==> config.mk <==
export PLATFORM = sky130hd
export DESIGN_NAME = packet_header_length_deframer_flat
export DESIGN_NICKNAME = d
export VERILOG_FILES = /design/src/rtl/phld_pkg.sv /design/src/rtl/phld_byte_if.sv /design/src/rtl/phld_result_if.sv /design/src/rtl/phld_cfg_regs.sv /design/src/rtl/phld_parser.sv /design/src/rtl/phld_out_reg.sv /design/src/rtl/packet_header_length_deframer.sv /design/src/flat_wrapper.sv
export VERILOG_INCLUDE_DIRS = /design/src /design/src/rtl
export SDC_FILE = /design/constraint.sdc
export NUM_CORES = 1
export LEC_CHECK = 0
export ABC_CLOCK_PERIOD_IN_PS = 4900
export BUFFER_PORTS_ARGS = -buffer_cell sky130_fd_sc_hd__buf_2
export CAP_MARGIN = 30
export CORE_MARGIN = 3
export CORE_UTILIZATION = 58
export CTS_CLUSTER_DIAMETER = 50
export DETAILED_ROUTE_END_ITERATION = 16
export GPL_ROUTABILITY_DRIVEN = 1
export GPL_TIMING_DRIVEN = 0
export PLACE_DENSITY = 0.79
export SLEW_MARGIN = 20
export SYNTH_ARGS = -nofsm -noshare
export SYNTH_HDL_FRONTEND = slang
export SYNTH_SLANG_ARGS = --single-unit
==> constraint.sdc <==
create_clock -name clk -period 4.9 [get_ports clk]
set_clock_uncertainty 0.05 [all_clocks]
set_input_delay 0.49 -clock clk [delete_from_list [all_inputs] [get_ports clk]]
set_output_delay 0.49 -clock clk [all_outputs]
set_load 0.01 [all_outputs]
==> src/rtl/packet_header_length_deframer_macros.svh <==
// Assertion macros used by the deframer's top-level RTL file.
`ifndef PACKET_HEADER_LENGTH_DEFRAMER_MACROS_SVH
`define PACKET_HEADER_LENGTH_DEFRAMER_MACROS_SVH

// Checks a property on every clock edge outside reset.
`define PHLD_ASSERT(label, prop, msg) \
  label: assert property (@(posedge clk) disable iff (rst) prop) else $error(msg);

// Checks a property on every clock edge, reset included.
`define PHLD_ASSERT_ALWAYS(label, prop, msg) \
  label: assert property (@(posedge clk) prop) else $error(msg);

`endif

==> src/rtl/phld_pkg.sv <==
// Package with the types, codes and reset values of the deframer.
package phld_pkg;

  localparam int BYTE_W   = 8;
  localparam int LEN_W    = 16;
  localparam int CFG_IDX_W = 2;
  localparam int CFG_DATA_W = 16;
  localparam int HDR_CNT_W = 2;

  localparam logic [BYTE_W-1:0] KIND_TOPIC    = 8'd0;
  localparam logic [BYTE_W-1:0] KIND_IDENTITY = 8'd255;
  localparam logic [HDR_CNT_W-1:0] HDR_TYPE   = 2'd0;
  localparam logic [HDR_CNT_W-1:0] HDR_TAG    = 2'd1;
  localparam logic [HDR_CNT_W-1:0] HDR_LEN_LO = 2'd2;
  localparam logic [HDR_CNT_W-1:0] HDR_LEN_HI = 2'd3;

  localparam logic [CFG_IDX_W-1:0] REG_TOPIC_COUNT = 2'd0;
  localparam logic [CFG_IDX_W-1:0] REG_MAX_LENGTH  = 2'd1;

  localparam logic [BYTE_W-1:0] TOPIC_COUNT_RESET = 8'd16;
  localparam logic [LEN_W-1:0]  MAX_LENGTH_RESET  = 16'd256;

  typedef enum logic {
    ST_HEADER,
    ST_PAYLOAD
  } state_t;

  typedef struct packed {
    logic [BYTE_W-1:0] topic_count;
    logic [LEN_W-1:0]  max_length;
  } cfg_t;

  typedef struct packed {
    logic              kind;
    logic [BYTE_W-1:0] topic;
    logic [BYTE_W-1:0] data;
    logic              data_valid;
    logic [LEN_W-1:0]  offset;
    logic              last;
  } result_t;

endpackage

==> src/rtl/phld_byte_if.sv <==
// Channel that carries one received byte per request.
interface phld_byte_if
  import phld_pkg::*;
();
  logic              valid;
  logic              ready;
  logic [BYTE_W-1:0] rx_byte;

  modport source (output valid, output rx_byte, input ready);
  modport sink (input valid, input rx_byte, output ready);
endinterface

==> src/rtl/phld_result_if.sv <==
// Channel that carries one deframer result per request.
interface phld_result_if
  import phld_pkg::*;
();
  logic              valid;
  logic              ready;
  logic              kind;
  logic [BYTE_W-1:0] topic;
  logic [BYTE_W-1:0] data;
  logic              data_valid;
  logic [LEN_W-1:0]  offset;
  logic              last;

  modport source (output valid, output kind, output topic, output data,
                  output data_valid, output offset, output last, input ready);
  modport sink (input valid, input kind, input topic, input data,
                input data_valid, input offset, input last, output ready);
endinterface

==> src/rtl/phld_cfg_regs.sv <==
// Configuration registers for the topic count and the length limit.
module phld_cfg_regs
  import phld_pkg::*;
(
  input  logic                  clk,
  input  logic                  rst,
  input  logic                  cfg_we,
  input  logic [CFG_IDX_W-1:0]  cfg_index,
  input  logic [CFG_DATA_W-1:0] cfg_data,
  output cfg_t                  cfg
);

  always_ff @(posedge clk) begin
    if (rst) begin
      cfg.topic_count <= TOPIC_COUNT_RESET;
      cfg.max_length  <= MAX_LENGTH_RESET;
    end else if (cfg_we) begin
      case (cfg_index)
        REG_TOPIC_COUNT: cfg.topic_count <= cfg_data[BYTE_W-1:0];
        REG_MAX_LENGTH:  cfg.max_length  <= cfg_data[LEN_W-1:0];
        default: ;
      endcase
    end
  end

endmodule

==> src/rtl/phld_parser.sv <==
// Header collector and payload counter that decides the result of each byte.
module phld_parser
  import phld_pkg::*;
(
  input  logic              clk,
  input  logic              rst,
  input  logic              accept,
  input  logic [BYTE_W-1:0] rx_byte,
  input  cfg_t              cfg,
  output logic              emit,
  output result_t           res
);

  state_t                state;
  state_t                state_next;
  logic [HDR_CNT_W-1:0]  header_count;
  logic [BYTE_W-1:0]     packet_kind;
  logic [BYTE_W-1:0]     hdr_tag;
  logic [BYTE_W-1:0]     length_low;
  logic [LEN_W-1:0]      bytes_left;
  logic [LEN_W-1:0]      payload_offset;
  logic [LEN_W-1:0]      payload_offset_next;

  logic [LEN_W-1:0] len;
  logic             header_ok;
  logic             header_done;
  logic [LEN_W-1:0] left_dec;
  logic             final_byte;
  logic             is_identity;

  assign len         = {rx_byte, length_low};
  assign header_done = (header_count == HDR_LEN_HI);
  assign is_identity = (packet_kind == KIND_IDENTITY);
  assign left_dec    = bytes_left - LEN_W'(1);
  assign final_byte  = (left_dec == '0);

  always_comb begin
    if (packet_kind == KIND_TOPIC) begin
      header_ok = (hdr_tag < cfg.topic_count) && (len < cfg.max_length);
    end else begin
      header_ok = is_identity;
    end
  end

  always_comb begin
    state_next = state;
    case (state)
      ST_HEADER: begin
        if (header_done && header_ok && (len != '0)) begin
          state_next = ST_PAYLOAD;
        end
      end
      ST_PAYLOAD: begin
        if (final_byte) begin
          state_next = ST_HEADER;
        end
      end
      default: state_next = ST_HEADER;
    endcase
  end

  always_comb begin
    emit                = 1'b0;
    res                 = '0;
    res.kind            = is_identity;
    res.topic           = hdr_tag;
    payload_offset_next = payload_offset;
    case (state)
      ST_HEADER: begin
        payload_offset_next = '0;
        if (header_done && header_ok && (len == '0)) begin
          emit     = 1'b1;
          res.last = 1'b1;
        end
      end
      ST_PAYLOAD: begin
        payload_offset_next = final_byte ? '0 : payload_offset + LEN_W'(1);
        res.last            = final_byte;
        if (!is_identity) begin
          emit           = 1'b1;
          res.data       = rx_byte;
          res.data_valid = 1'b1;
          res.offset     = payload_offset;
        end else begin
          emit = final_byte;
        end
      end
      default: ;
    endcase
  end

  always_ff @(posedge clk) begin
    if (rst) begin
      state          <= ST_HEADER;
      header_count   <= HDR_TYPE;
      packet_kind    <= KIND_TOPIC;
      hdr_tag        <= '0;
      length_low     <= '0;
      bytes_left     <= '0;
      payload_offset <= '0;
    end else if (accept) begin
      state          <= state_next;
      payload_offset <= payload_offset_next;
      if (state == ST_HEADER) begin
        header_count <= header_count + HDR_CNT_W'(1);
        case (header_count)
          HDR_TYPE:   packet_kind <= rx_byte;
          HDR_TAG:    hdr_tag     <= rx_byte;
          HDR_LEN_LO: length_low  <= rx_byte;
          HDR_LEN_HI: bytes_left  <= len;
          default: ;
        endcase
      end else begin
        bytes_left <= left_dec;
      end
    end
  end

endmodule

==> src/rtl/phld_out_reg.sv <==
// Result register that holds one result until the receiver takes it.
module phld_out_reg
  import phld_pkg::*;
(
  input  logic    clk,
  input  logic    rst,
  input  logic    load,
  input  result_t res,
  output logic    space,
  phld_result_if.source tx
);

  result_t held;
  logic    valid;

  assign space = !valid || tx.ready;

  always_ff @(posedge clk) begin
    if (rst) begin
      valid <= 1'b0;
    end else if (space) begin
      valid <= load;
    end
  end

  always_ff @(posedge clk) begin
    if (space && load) begin
      held <= res;
    end
  end

  assign tx.valid      = valid;
  assign tx.kind       = held.kind;
  assign tx.topic      = held.topic;
  assign tx.data       = held.data;
  assign tx.data_valid = held.data_valid;
  assign tx.offset     = held.offset;
  assign tx.last       = held.last;

endmodule

==> src/rtl/packet_header_length_deframer.sv <==
// Top level of the packet header and length deframer.
//
// The rx channel takes one received byte per request. Every packet opens with
// a four-byte header: type, topic tag, then the payload length low byte first.
// Topic messages give one result per payload byte with its offset, and the
// final byte carries last. Identity requests give a single result with last
// set on their final byte. A valid header with zero length gives its result on
// the last header byte. Headers of other types or failing the limits are
// dropped without a result.
// The result channel shows each result in the cycle after its byte is accepted,
// from a single result register. One byte is accepted in every cycle in which
// rx.valid and rx.ready are both high. When the receiver stalls with a result
// waiting, rx.ready drops until that result is taken; no byte is lost.
// The cfg port writes topic_count at index 0 and the length limit at index 1.
// Reset is synchronous and restores the register defaults, empties the result
// register and starts looking for a header.
`include "packet_header_length_deframer_macros.svh"

module packet_header_length_deframer
  import phld_pkg::*;
(
  input  logic                  clk,
  input  logic                  rst,
  phld_byte_if.sink             rx,
  phld_result_if.source         result,
  input  logic                  cfg_we,
  input  logic [CFG_IDX_W-1:0]  cfg_index,
  input  logic [CFG_DATA_W-1:0] cfg_data
);

  cfg_t    cfg;
  result_t res;
  logic    emit;
  logic    space;
  logic    accept;

  assign rx.ready = space;
  assign accept   = rx.valid && space;

  phld_cfg_regs u_cfg (
    .clk       (clk),
    .rst       (rst),
    .cfg_we    (cfg_we),
    .cfg_index (cfg_index),
    .cfg_data  (cfg_data),
    .cfg       (cfg)
  );

  phld_parser u_parser (
    .clk     (clk),
    .rst     (rst),
    .accept  (accept),
    .rx_byte (rx.rx_byte),
    .cfg     (cfg),
    .emit    (emit),
    .res     (res)
  );

  phld_out_reg u_out (
    .clk   (clk),
    .rst   (rst),
    .load  (accept && emit),
    .res   (res),
    .space (space),
    .tx    (result)
  );

  `PHLD_ASSERT(a_stall_blocks_rx, (result.valid && !result.ready) |-> !rx.ready,
               "rx taken while result stalled")
  `PHLD_ASSERT(a_data_only_topic, (result.valid && result.data_valid) |-> !result.kind,
               "identity result with data")
  `PHLD_ASSERT(a_identity_last,
               (result.valid && result.kind) |-> (result.last && !result.data_valid),
               "identity result not final")
  `PHLD_ASSERT_ALWAYS(a_reset_empty, rst |=> !result.valid, "result valid after reset")

endmodule

==> src/flat_wrapper.sv <==
// flat-port wrapper written by rule: the top's interface ports become plain ports
module packet_header_length_deframer_flat import phld_pkg::*;
  (clk, rst, cfg_we, cfg_index, cfg_data, rx_valid, rx_rx_byte, rx_ready, result_valid, result_kind, result_topic, result_data, result_data_valid, result_offset, result_last, result_ready);
  phld_byte_if rx_i ();
  phld_result_if result_i ();
  input  logic clk;
  input  logic rst;
  input  logic cfg_we;
  input  logic [CFG_IDX_W-1:0] cfg_index;
  input  logic [CFG_DATA_W-1:0] cfg_data;
  input wire logic [$bits(rx_i.valid)-1:0] rx_valid;
  input wire logic [$bits(rx_i.rx_byte)-1:0] rx_rx_byte;
  output wire logic [$bits(rx_i.ready)-1:0] rx_ready;
  output wire logic [$bits(result_i.valid)-1:0] result_valid;
  output wire logic [$bits(result_i.kind)-1:0] result_kind;
  output wire logic [$bits(result_i.topic)-1:0] result_topic;
  output wire logic [$bits(result_i.data)-1:0] result_data;
  output wire logic [$bits(result_i.data_valid)-1:0] result_data_valid;
  output wire logic [$bits(result_i.offset)-1:0] result_offset;
  output wire logic [$bits(result_i.last)-1:0] result_last;
  input wire logic [$bits(result_i.ready)-1:0] result_ready;
  assign rx_i.valid = rx_valid;
  assign rx_i.rx_byte = rx_rx_byte;
  assign rx_ready = rx_i.ready;
  assign result_valid = result_i.valid;
  assign result_kind = result_i.kind;
  assign result_topic = result_i.topic;
  assign result_data = result_i.data;
  assign result_data_valid = result_i.data_valid;
  assign result_offset = result_i.offset;
  assign result_last = result_i.last;
  assign result_i.ready = result_ready;
  packet_header_length_deframer u_core (.clk(clk), .rst(rst), .rx(rx_i), .result(result_i), .cfg_we(cfg_we), .cfg_index(cfg_index), .cfg_data(cfg_data));
endmodule
[Word level (Yosys, flattened, before mapping)]
Cells that the tools add are included.
Operators by class
  add/subtract/negate cells: 3
  order comparisons: 2
  equal/unequal tests: 5
  mux-type cells: 13
  bitwise gates (word level): 1
  reduce and logical (&&, ||, !) cells: 24
Operators by type and width (count)
  16-bit 2-to-1 mux: 3
  16-bit zero test: 2
  16-bit one-hot mux with 2 select lines: 1
  17-bit 2-to-1 mux: 1
  16-bit by 1-bit adder with 16-bit output, second input constant: 1
  16-bit less-than comparator: 1
  16-bit nonzero test: 1
  16-bit by 1-bit subtractor with 16-bit output, second input constant: 1
  3-bit AND reduction: 3
  8-bit == test, second input constant: 1
  8-bit zero test: 1
  8-bit less-than comparator: 1
  2-bit AND reduction: 4
  1-bit logical AND: 7
  1-bit one-hot mux with 2 select lines: 3
  1-bit 2-to-1 mux: 5
  2-bit by 1-bit == test with 1-bit output, second input constant: 2
  2-bit == test, second input constant: 2
  2-bit zero test: 2
  2-bit by 1-bit adder with 2-bit output, second input constant: 1
  2-bit nonzero test: 1
  2-bit OR reduction: 1
  1-bit zero test: 1
  1-bit logical OR: 1
  1-bit inverter: 1
Storage, ports and cells
  register bits: 119
  bits of input ports: 31
  output and inout bits: 37
  logic and storage cells: 64

[Logic depth before layout (Yosys ltp)]
Gate-level depths: netlist of run 1.
  depth in word-level cells: 9
  mapped depth: 9
  mapped depth without buffers: 8

[Hierarchy]
Synthesis of run 1 repeated with hierarchy kept, for this count alone.
Second synthesis, totals
  cells, all modules: 624
  area total of the unflattened synthesis: 5878.1 µm²
By module, submodules not included
  phld_parser: times used 1, cells an instance 482, area each 3706.1 µm², sequential area each 1181.1 µm²
  phld_out_reg: times used 1, cells an instance 40, area each 1106.1 µm², sequential area each 1071.0 µm²
  phld_cfg_regs: times used 1, cells an instance 100, area each 1053.5 µm², sequential area each 480.5 µm²
  packet_header_length_deframer: times used 1, cells an instance 2, area each 12.5 µm², sequential area each 0.0 µm²

[Least setup slack after synthesis of run 1]
No wires, ideal clock.
  path kind: register to register
  start point: register u_core.u_parser.bytes_left[5]
  end point: register u_core.u_out.held, in the netlist u_core.u_out.tx.data[0] (enable)
  setup time: 396 ps
  arrival time: 3142 ps
  data required time: 4454 ps
  setup slack: 1312 ps
  stages on the path, launching flop included: 9
  buffers on the path: 2
  period minus slack after synthesis: 3588 ps
  cell sequence: dfxtp_1 buf_6 or4_4 buf_6 or4_4 o21ai_1 nand4_4 o211ai_1 and3_1
Between the ends
  cells in the longest elaborated chain, start to end: 6
Ends and longest elaborated chain
  start: declaration: line phld_parser.sv:20  | logic [LEN_W-1:0] bytes_left;
  start signal: assignment: line phld_parser.sv:110  | HDR_LEN_HI: bytes_left <= len;
  start signal: assignment: line phld_parser.sv:114  | bytes_left <= left_dec;
  16-bit by 1-bit subtractor with 16-bit output: line phld_parser.sv:34  | assign left_dec = bytes_left - LEN_W'(1);
  16-bit zero test: line phld_parser.sv:35  | assign final_byte = (left_dec == '0);
  1-bit 2-to-1 mux: line phld_parser.sv:79  | if (!is_identity) begin
  1-bit one-hot mux with 2 select lines: line phld_parser.sv:68  | case (state)
  1-bit logical AND: line packet_header_length_deframer.sv:62  | .load (accept && emit),
  1-bit logical AND: line phld_out_reg.sv:27  | if (space && load) begin
  end signal: assignment: line phld_out_reg.sv:28  | held <= res;
  end: declaration: line phld_out_reg.sv:13  | result_t held;
Every way passes these cells.
A chain may end at the register's enable or synchronous reset.

[Final worst setup path of run 1]
  start point: register u_core.u_parser.bytes_left[0]
  end point: register u_core.u_out.held, in the netlist u_core.u_out.tx.kind (enable)
Same word-level chain as after synthesis.

==> impl_metrics.py, run 1 <==
metrics = {
    "run_status": {
        "status": "complete, no violations",
    },
    "cells_and_area": {
        "num_antenna_cells": 0,
        "design_area_sq_um": 6960,
        "nets": 809,
        "ff_latch_area_sq_um": 2730,
        "multi_input_area_sq_um": 2850,
        "drive_gt1_share_pct": 16.7,
        "final.fill_count": 765,
        "syn_to_final_growth_pct": 18.3,
    },
    "sta": {
        "setup_viol": 0,
        "hold_viol": 0,
        "fmax_mhz": 272,
        "maxSlewHeadroom_pct": 45.1,
        "rsz0062_at_grt": "no",
        "period_share_pct": 75.0,
        "fin_tns_setup_ns": 0,
        "worstMarginPinSlew_ns": 0.823,
        "finalCriticalPeriod_ns": 3.67,
        "timing.final.max_slew_violations": 0,
    },
    "power_and_ir_drop": {
        "seq_power_share_pct": 43.2,
        "power.internal_mw": 1.83,
        "p_leak_nw": 2.62,
        "powerDensity_nw_per_um2": 347,
        "share_comb_of_total_power_pct": 7.1,
        "vdd_drop_max_v": 0.000267,
        "power_switching_share_pct": 24.4,
        "p_sw_mw": 0.590,
        "pwr-share-clk_pct": 49.8,
    },
    "cts": {
        "clkLatencyLatePin_ns": 0.53,
        "cts.sink_count": 119,
        "cts_hold_buffers": 0,
        "root_buffer": "clkbuf_8",
        "post_cts.repair.setup_buffers": 0,
        "cts_resized": 0,
        "cts_buffers": 17,
        "htreeDepth": 4,
        "ctsLongestPathBuffers": 2,
        "path_clk_slew_ns": 0.06,
        "cts_tree": "done",
    },
    "route": {
        "drt_iter0_drc": 372,
        "routed_wirelength_mm": 15.6,
        "drt_pass1_iterations": 5,
        "ant_nets": 0,
        "wire_per_inst_um": 17.5,
        "num_vias": 5394,
        "drt-vias-per-instance": 6.03,
        "drc": 0,
    },
    "die": {
        "initial_core_util_pct": 59.9,
        "rows": 36,
        "die_area_sq_um": 11400,
        "core_area_sq_um": 9820,
        "fp.dieH_um": 107,
        "pin_count": 68,
        "die_w_um": 107,
    },
    "yosys": {
        "synthAdderAreaFrac_pct": 6.17,
        "postSynth.asyncResetShare_pct": 0,
        "synth_mux_area_share_pct": 0.532,
        "yosysWarnings": 0,
        "synth_top_family_by_area": "simple AND/OR/NAND/NOR gates",
        "synth_area_sq_um": 5880,
        "ys_ff_latch": 119,
        "synth_compound_area_share_pct": 15.9,
        "ys_types": 59,
        "synth_simple_gate_area_share_pct": 23.8,
        "ys.flop_type": "dfxtp_1",
        "synth_top_area_share_pct": 28.6,
        "yosysTopAreaCell": "dfxtp_1",
        "netlist_instances": 663,
        "synth_xor_area_share_pct": 2.08,
        "synth.avg_cell_area_sq_um": 8.88,
        "ys_seq_area_share_pct": 46.4,
        "yosys-top-cells-area": "dfxtp_1 (29%), edfxtp_1 (18%), nand2_1 (6.2%), ha_1 (6.2%), a21oi_1 (5.5%)",
        "synth_fp_nets": 723,
        "synth_edf_count": 35,
    },
    "hold_path": {
        "hold_end": "u_core.u_cfg.cfg[11]",
        "hold_depth": 3,
        "worstHoldStart": "cfg_data[11]",
        "hold_class": "input pin to flop",
    },
    "setup_path": {
        "endpoint_kind": "flop",
        "worstReg2RegStart": "u_core.u_parser.bytes_left[0]",
        "reg2reg_slack_ns": 1.23,
        "worst_ep_required_time_ns": 5.01,
        "slowest_stage": "and3_2",
        "cp_slowest_stage_delay_ns": 0.74,
        "r2r_end": "u_core.u_out.tx.kind",
        "crit_path_start_kind": "flop",
        "cp.arrival_ns": 3.78,
        "cp_cell_sequence": "inv_1, ha_1, or4b_2, nor4_1, xnor2_1, nand4_4, o211ai_1, and3_2",
        "cp_max_fo": 35,
        "critPathBufInv": 1,
        "cp_top_family": "simple AND/OR/NAND/NOR gates",
        "critPathKind": "flop to flop",
        "reg2reg_depth": 8,
    },
    "place": {
        "numPortBuffers": 67,
        "place_congestion": 0.962,
        "hpwl_mm": 10.9,
        "dpl_cell_area_sq_um": 6390,
    },
    "grt": {
        "antenna_found_initial": 0,
        "grt_max_degree": 36,
        "grt_pass1_vias": 5143,
        "grt_util_all_layers_pct": 28.2,
        "grt.overflow.total": 0,
        "grt_pass1_wl_mm": 25.2,
    },
    "job": {
        "max-cap-violations": 0,
    },
}
-- power by group through the flow --
stage / logic (mW) / clock network (mW) / registers, mW
2_1_floorplan: 0.109 / 0 / 1.06
3_3_place_gp: 0.158 / 0 / 1.06
3_5_place_dp: 0.164 / 0 / 1.06
4_1_cts: 0.167 / 1.21 / 1.04
5_1_grt: 0.189 / 1.26 / 1.05
6_report: 0.171 / 1.20 / 1.04
-- cell usage after synthesis (10+ instances only) --
cell and count:
and3_1 25, dfxtp_1 84, a21oi_1 65, edfxtp_1 35, o21ai_0 17, nand2_1 97, nor3_1 15, nor2_1 44
nand3_1 34, ha_1 29, a211oi_1 12, clkbuf_1 34, nand4_1 10, inv_1 32, nor4_1 15
-- tightest hold or removal path, stage by stage --
cell	delay (ns)
buf_2	0.09
nand2_1	0.04
a21oi_1	0.05
-- cell families (layout without fill, tap and decap cells) --
| logic type | Yosys count | after routing |
|---|---|---|
| simple gates | 279 | 279 |
| xor+xnor | 14 | 14 |
| mux | 3 | 3 |
| buf+inv | 74 | 173 |
| flops | 119 | 119 |
| compound gates | 145 | 145 |
| fa+ha+maj | 29 | 29 |
-- per-stage QoR --
| stage | utilization (%) | hold WS, ns | worst slack, ns | cells | total power [mW] |
|---|---|---|---|---|---|
| after global placement | 65.0 | 0.396 | 0.794 | 863 | 1.22 |
| after CTS | 70.9 | 0.137 | 1.24 | 895 | 2.42 |
| after floorplan | - | 0.371 | 1.31 | 663 | 1.17 |
| final | 70.9 | 0.148 | 1.23 | 895 | 2.42 |
| after detailed placement | 65.0 | 0.401 | 1.25 | 863 | 1.23 |
| after global routing | 70.9 | 0.138 | 0.991 | 895 | 2.49 |
-- state kept, by name, summed over array words and instances, names as in the netlist, 2 cells and up --
signal	flops
u_core.u_cfg.cfg	24
u_core.u_out.tx.offset	16
u_core.u_parser.bytes_left	16
u_core.u_parser.payload_offset	16
u_core.u_out.tx.data	8
u_core.u_out.tx.topic	8
u_core.u_parser.hdr_tag	8
u_core.u_parser.length_low	8
u_core.u_parser.packet_kind	8
u_core.u_parser.header_count	2
-- metal layers --
metal / wire [um] / vias up / global-route usage [%] / part of all wire [%]
li1: - / 2555 / - / -
met1: 6370 / 2503 / 36.5 / 41
met2: 7230 / 285 / 44.5 / 46
met3: 1490 / 51 / 6.68 / 9.5
met4: 553 / 0 / 13.9 / 3.5
met5: 0 / - / 0 / 0
-- cell usage in the layout, fill, tap and decap left out, types with 4 or more instances in the layout --
master	instances
inv_1	32
o211ai_1	7
nand3_1	34
dfxtp_1	84
nand2_1	97
a31oi_1	5
xnor2_1	6
o21ai_0	17
or3_1	5
buf_2	67
nand4_1	10
or2_2	5
o22ai_1	8
a211oi_1	12
nand2b_1	5
a211oi_2	8
ha_1	29
o31ai_1	4
clkbuf_1	34
xor2_1	8
nor3_1	15
clkbuf_16	16
nor2_1	44
a21oi_1	65
and3_1	24
nor4_1	15
edfxtp_1	35
-- worst max path at each step --
stage	cells past startpoint	to	start	slack (ns)
2_1_floorplan	8	u_core.u_out.tx.data[0]	u_core.u_parser.bytes_left[5]	1.31
3_3_place_gp	8	u_core.u_out.tx.topic[0]	u_core.u_parser.bytes_left[0]	0.79
3_5_place_dp	8	u_core.u_out.tx.topic[0]	u_core.u_parser.bytes_left[0]	1.25
4_1_cts	8	u_core.u_out.tx.topic[1]	u_core.u_parser.bytes_left[0]	1.24
5_1_grt	8	u_core.u_out.tx.data[2]	u_core.u_parser.bytes_left[0]	0.99
6_report	8	u_core.u_out.tx.kind	u_core.u_parser.bytes_left[0]	1.23
-- cell type report --
class | instances | area share, %
well taps | 133 | 2.39
clock buffers | 18 | 6.14
repair buffers | 67 | 4.81
clock inverters | 14 | 2.14
flip-flops and latches | 119 | 39.2
plain buffers | 39 | 2.48
inverters | 35 | 1.89
multi-input cells | 470 | 40.9
Power figures use the tool's default switching activity.
==> run 2: changes to the inputs <==
--- a/config.mk
+++ b/config.mk
@@ -6,16 +6,16 @@
 export SDC_FILE = /design/constraint.sdc
 export NUM_CORES = 1
 export LEC_CHECK = 0
-export ABC_CLOCK_PERIOD_IN_PS = 4900
+export ABC_CLOCK_PERIOD_IN_PS = 3100
 export BUFFER_PORTS_ARGS = -buffer_cell sky130_fd_sc_hd__buf_2
 export CAP_MARGIN = 30
 export CORE_MARGIN = 3
-export CORE_UTILIZATION = 58
+export CORE_UTILIZATION = 53
 export CTS_CLUSTER_DIAMETER = 50
 export DETAILED_ROUTE_END_ITERATION = 16
 export GPL_ROUTABILITY_DRIVEN = 1
 export GPL_TIMING_DRIVEN = 0
-export PLACE_DENSITY = 0.79
+export PLACE_DENSITY = 0.76
 export SLEW_MARGIN = 20
 export SYNTH_ARGS = -nofsm -noshare
 export SYNTH_HDL_FRONTEND = slang
==> constraint.sdc (replaced) <==
create_clock -name clk -period 3.1 [get_ports clk]
set_clock_uncertainty 0.05 [all_clocks]
set_input_delay 0.31 -clock clk [delete_from_list [all_inputs] [get_ports clk]]
set_output_delay 0.31 -clock clk [all_outputs]
set_load 0.01 [all_outputs]
==> run 2 against run 1 <==
Against the previous run:
- clock power up 66%
- clock-buffer cell count rose by 3
- die area rose by 8.9%
- worst hold slack worse by 0.13 ns
- register-to-register slack worse by 1.2 ns
- sequential power rose by 59%
- non-clock buffer count grew 21
- flip-flop and latch count stayed put
- critical path type unchanged
==> impl_metrics.py, run 2 (synthesis results as in run 1) <==
metrics = {
    "route": {
        "ant_nets": 0,
        "num_vias": 5579,
        "drc": 0,
        "drt_iter0_drc": 424,
        "drt_pass1_iterations": 5,
        "routed_wirelength_mm": 17.0,
        "wire_per_inst_um": 18.5,
        "drt-vias-per-instance": 6.06,
    },
    "grt": {
        "grt_pass1_wl_mm": 27.3,
        "grt.overflow.total": 0,
        "grt_util_all_layers_pct": 27.0,
        "antenna_found_initial": 0,
        "grt_max_degree": 17,
        "grt_pass1_vias": 5474,
    },
    "sta": {
        "finalCriticalPeriod_ns": 3.06,
        "period_share_pct": 98.6,
        "timing.final.max_slew_violations": 0,
        "setup_viol": 0,
        "hold_viol": 0,
        "layout_setup_ws_ns": 0.0442,
        "maxSlewHeadroom_pct": 41.1,
        "worstMarginPinSlew_ns": 0.880,
        "fmax_mhz": 327,
    },
    "place": {
        "dp_slack_ns": -0.406,
        "place_inst": 866,
        "hpwl_mm": 11.5,
        "numPortBuffers": 67,
        "place_congestion": 0.918,
    },
    "power_and_ir_drop": {
        "p_leak_nw": 2.77,
        "fin_total_pwr_mw": 3.94,
        "vdd_drop_max_v": 0.000330,
        "powerDensity_nw_per_um2": 539,
    },
    "die": {
        "die_area_sq_um": 12400,
        "rows": 37,
        "core_area_sq_um": 10600,
        "initial_core_util_pct": 55.7,
        "die_w_um": 111,
        "pin_count": 68,
        "fp.dieH_um": 111,
    },
    "cells_and_area": {
        "num_antenna_cells": 0,
        "top_register": "u_core.u_cfg.cfg",
        "drive_gt1_share_pct": 18.0,
        "ff_latch_area_sq_um": 2730,
        "final_common_cell": "nand2_1",
        "syn_to_final_growth_pct": 24.1,
        "stdcell_count": 921,
        "final_cell_mix": "nand2_1 (96), dfxtp_1 (83), buf_2 (67)",
        "largest_reg_flops": 24,
        "multi_input_area_sq_um": 2940,
        "final.fill_count": 817,
        "postLayoutCoreUtil_pct": 69.2,
        "nets": 832,
    },
    "hold_path": {
        "hold_class": "input pin to flop",
    },
    "cts": {
        "path_clk_slew_ns": 0.06,
        "htreeDepth": 4,
        "root_buffer": "clkbuf_8",
        "cts_tree": "done",
        "cts.sink_count": 119,
        "cts_buffers": 17,
        "ctsLongestPathBuffers": 2,
        "clkLatencyLatePin_ns": 0.52,
    },
    "setup_path": {
        "cp_max_fo": 9,
        "worst_ep_required_time_ns": 3.29,
        "cp.arrival_ns": 3.24,
        "endpoint_kind": "flop",
        "crit_path_start_kind": "flop",
        "critPathKind": "flop to flop",
    },
    "job": {
        "max-cap-violations": 0,
    },
    "run_status": {
        "status": "complete, no violations",
    },
}
==> run 2: cell types whose count changed in the layout (fill, tap and decap cells not counted), sizes merged <==
cell / change
bufinv: +2
inv: -3
and3: +2
clkinvlp: -2
buf: +7
clkbuf: +4
dlygate4sd3: +13
==> run 2: power by group <==
| part | leakage, nW | internal, mW | switching, mW |
|---|---|---|---|
| registers | 0.978 | 1.63 | 0.0256 |
| clock network | 0.286 | 1.31 | 0.675 |
| logic | 1.51 | 0.110 | 0.186 |
| total | 2.77 | 3.05 | 0.886 |
==> run 2: area by class of cell <==
class	count	share of cell area, %
Sequential cell	119	37.4
Clock buffer	21	6.02
Timing Repair Buffer	89	7.76
Inverter	35	1.80
Buffer	38	2.21
Tap cell	136	2.33
Multi-Input combinational cell	472	40.3
Clock inverter	11	2.14
==> run 2: final timing paths <==
kind | start | end | slack (ns) | cells after the start
worst max-delay path | u_core.u_parser.bytes_left[5] | u_core.u_out.tx.topic[6] | 0.04 | 9
worst min-delay path | cfg_data[1] | u_core.u_cfg.cfg[17] | 0.01 | 3
worst max register to register | u_core.u_parser.bytes_left[5] | u_core.u_out.tx.topic[6] | 0.04 | 9
worst min register to register | u_core.u_cfg.cfg[14] | u_core.u_cfg.cfg[14] | 0.41 | 2
==> run 2: timing repair <==
item | 4_1_cts | 5_1_grt
resized for setup | 8 | 9
pin swaps | 2 | 8
hold buffers | 13 | 0
endpoints found under the setup margin | 35 | 35
buffers inserted | 3 | 5
gates cloned | 2 | 1
hold endpoints to repair | 13 | 0
==> run 2: worst max-delay path, stage by stage, from the launching register on <==
cell	delay, ns
dfxtp_1	0.31
buf_6	0.13
or4_4	0.55
or4b_4	0.53
a211oi_4	0.31
nand2_2	0.13
o211ai_1	0.20
buf_4	0.17
and3_4	0.23
clkbuf_16	0.16
==> run 2: metal layers <==
metal	vias to the layer above	wire length, um	track usage [%]
li1	2598	-	-
met1	2663	6960	34.3
met2	263	8030	43.7
met3	55	1430	6.25
met4	0	610	12.8
met5	-	0	0
==> run 2: per-stage QoR <==
step | area [sq um] | hold slack [ns] | TNS (ns)
finish | 7300 | 0.0137 | 0
global route | 7300 | 0.0172 | -0.142
CTS | 7210 | 0.000228 | 0
detailed placement | 6390 | 0.397 | -14.17
global placement | 6390 | 0.396 | -11.10
floorplan | 5890 | 0.371 | 0
==> run 3: changes to the inputs <==
--- a/config.mk
+++ b/config.mk
@@ -15,6 +15,7 @@
 export DETAILED_ROUTE_END_ITERATION = 16
 export GPL_ROUTABILITY_DRIVEN = 1
 export GPL_TIMING_DRIVEN = 0
+export MAX_ROUTING_LAYER = met4
 export PLACE_DENSITY = 0.76
 export SLEW_MARGIN = 20
 export SYNTH_ARGS = -nofsm -noshare
==> run 3 against run 2 <==
Against the previous run:
- via count fell by 0.91%
- utilization increased by 0.28 points
- sequential power about the same
- power is 2.7% higher
- critical path depth fell by 1
- worst hold slack worse by 0.0037 ns
- critical endpoint is now u_core.u_out.tx.topic[2]
- highest routed layer unchanged
- combinational power hardly changed
- maximum frequency increased by 0.41%
==> impl_metrics.py, run 3 (synthesis results as in run 1) <==
metrics = {
    "run_status": {
        "status": "complete, no violations",
    },
    "cts": {
        "root_buffer": "clkbuf_8",
        "cts.sink_count": 119,
        "path_clk_slew_ns": 0.06,
        "ctsLongestPathBuffers": 2,
        "htreeDepth": 4,
        "cts_buffers": 17,
        "cts_tree": "done",
        "clkLatencyLatePin_ns": 0.52,
    },
    "hold_path": {
        "hold_class": "input pin to flop",
    },
    "place": {
        "place_congestion": 0.928,
        "numPortBuffers": 67,
        "hpwl_mm": 11.4,
        "place_inst": 866,
        "dpl_cell_area_sq_um": 6390,
    },
    "route": {
        "num_vias": 5528,
        "wire_per_inst_um": 18.4,
        "drt_iter0_drc": 442,
        "drc": 0,
        "drt_pass1_iterations": 5,
        "met3_length_mm": 1.38,
        "routed_wirelength_mm": 16.9,
        "met2_length_mm": 8.13,
        "drt-vias-per-instance": 6.00,
        "met1_length_mm": 6.98,
        "ant_nets": 0,
        "top_layer": "met4",
    },
    "setup_path": {
        "reg2reg_slack_ns": 0.06,
        "cp_slowest_stage_delay_ns": 0.57,
        "cp_max_fo": 7,
        "cp_cell_sequence": "or4_4, or4b_4, a211oi_4, nand2_2, o211ai_1, buf_4, and3_4, clkbuf_16",
        "slowest_stage": "or4_4",
        "cp.arrival_ns": 3.23,
        "endpoint_kind": "flop",
        "worst_ep_required_time_ns": 3.29,
        "critPathKind": "flop to flop",
        "crit_path_start_kind": "flop",
    },
    "die": {
        "pin_count": 68,
        "rows": 37,
        "die_area_sq_um": 12400,
        "fp.dieH_um": 111,
        "initial_core_util_pct": 55.7,
        "die_w_um": 111,
        "core_area_sq_um": 10600,
    },
    "grt": {
        "grt_pass1_vias": 5344,
        "grt_pass1_wl_mm": 27.1,
        "grt.overflow.total": 0,
        "antenna_found_initial": 0,
        "grt_max_degree": 17,
        "grt_util_all_layers_pct": 28.0,
    },
    "power_and_ir_drop": {
        "powerDensity_nw_per_um2": 552,
        "p_leak_nw": 2.78,
        "vdd_drop_max_v": 0.000416,
    },
    "cells_and_area": {
        "syn_to_final_growth_pct": 24.6,
        "final_cell_mix": "nand2_1 (96), dfxtp_1 (82), buf_2 (67)",
        "top_register": "u_core.u_cfg.cfg",
        "stdcell_count": 921,
        "ff_latch_area_sq_um": 2740,
        "nets": 832,
        "largest_reg_flops": 24,
        "final.fill_count": 801,
        "num_antenna_cells": 0,
        "final_common_cell": "nand2_1",
        "design_area_sq_um": 7330,
        "drive_gt1_share_pct": 18.6,
        "multi_input_area_sq_um": 2940,
    },
    "sta": {
        "finalCriticalPeriod_ns": 3.04,
        "whs_ns": 0.0100,
        "timing.final.max_slew_violations": 0,
        "fmax_mhz": 329,
        "hold_viol": 0,
        "fin_tns_setup_ns": 0,
        "maxSlewHeadroom_pct": 47.2,
        "worstMarginPinSlew_ns": 0.789,
        "setup_viol": 0,
        "period_share_pct": 98.2,
    },
    "job": {
        "max-cap-violations": 0,
    },
}
## run 3: cell count changes in the layout (fill, tap and decap cells not counted), moves of 2 or more
cell,delta
buf_4,+2
clkinvlp_4,+3
clkinv_1,-3
clkbuf_1,-2
## run 3: final cells by class
cell class	instances	area share (%)
Clock inverter	13	2.76
Tap cell	136	2.32
Clock buffer	19	5.75
Timing Repair Buffer	91	7.94
Buffer	36	2.00
Inverter	35	1.79
Sequential cell	119	37.3
Multi-Input combinational cell	472	40.1
## run 3: path summary, 6_finish.rpt
check                                     start                        to  cells after the start
setup / recovery  u_core.u_parser.bytes_left[6]  u_core.u_out.tx.topic[2]                      8
hold / removal                      cfg_data[2]      u_core.u_cfg.cfg[18]                      3
setup reg to reg  u_core.u_parser.bytes_left[6]  u_core.u_out.tx.topic[2]                      8
hold reg to reg            u_core.u_cfg.cfg[13]      u_core.u_cfg.cfg[13]                      2
## run 3: metrics by stage
stage | total power, mW | setup WS, ns | util, %
after floorplan | 1.85 | 0.0456 | -
after global placement | 1.93 | -0.343 | 60.6
after detailed placement | 1.94 | -0.403 | 60.6
after CTS | 4.03 | 0.00377 | 68.8
after global routing | 4.16 | -0.0155 | 69.5
final | 4.04 | 0.0567 | 69.5
## run 3: repair_timing
item,in CTS,in global routing
endpoints found under the hold margin,16,0
gates cloned,2,1
gates resized for setup,9,8
buffers inserted,5,5
hold buffers,13,0
pin swaps,3,6
endpoints found under the setup margin,35,35
## run 3: report_power, final
part           total, mW  internal [mW]  leakage, nW  switching [mW]
logic              0.293          0.111         1.51           0.182
clock network       2.10           1.38        0.292           0.717
registers           1.65           1.63        0.979          0.0259
total               4.04           3.12         2.78           0.925
## run 3: worst max-delay path: cells and delay by family, from the launching register on
family                 cells  cell delay, ns
and+or+nand+nor            4            1.47
AOI/OAI and AO/OA          2            0.54
DFF                        1            0.35
buffers and inverters      2            0.34
## run 3: metal layers
metal	up-vias	GRT usage [%]
met2	281	44.3
met5	-	-
li1	2604	-
met4	0	10.9
met3	45	6.47
met1	2598	35.0
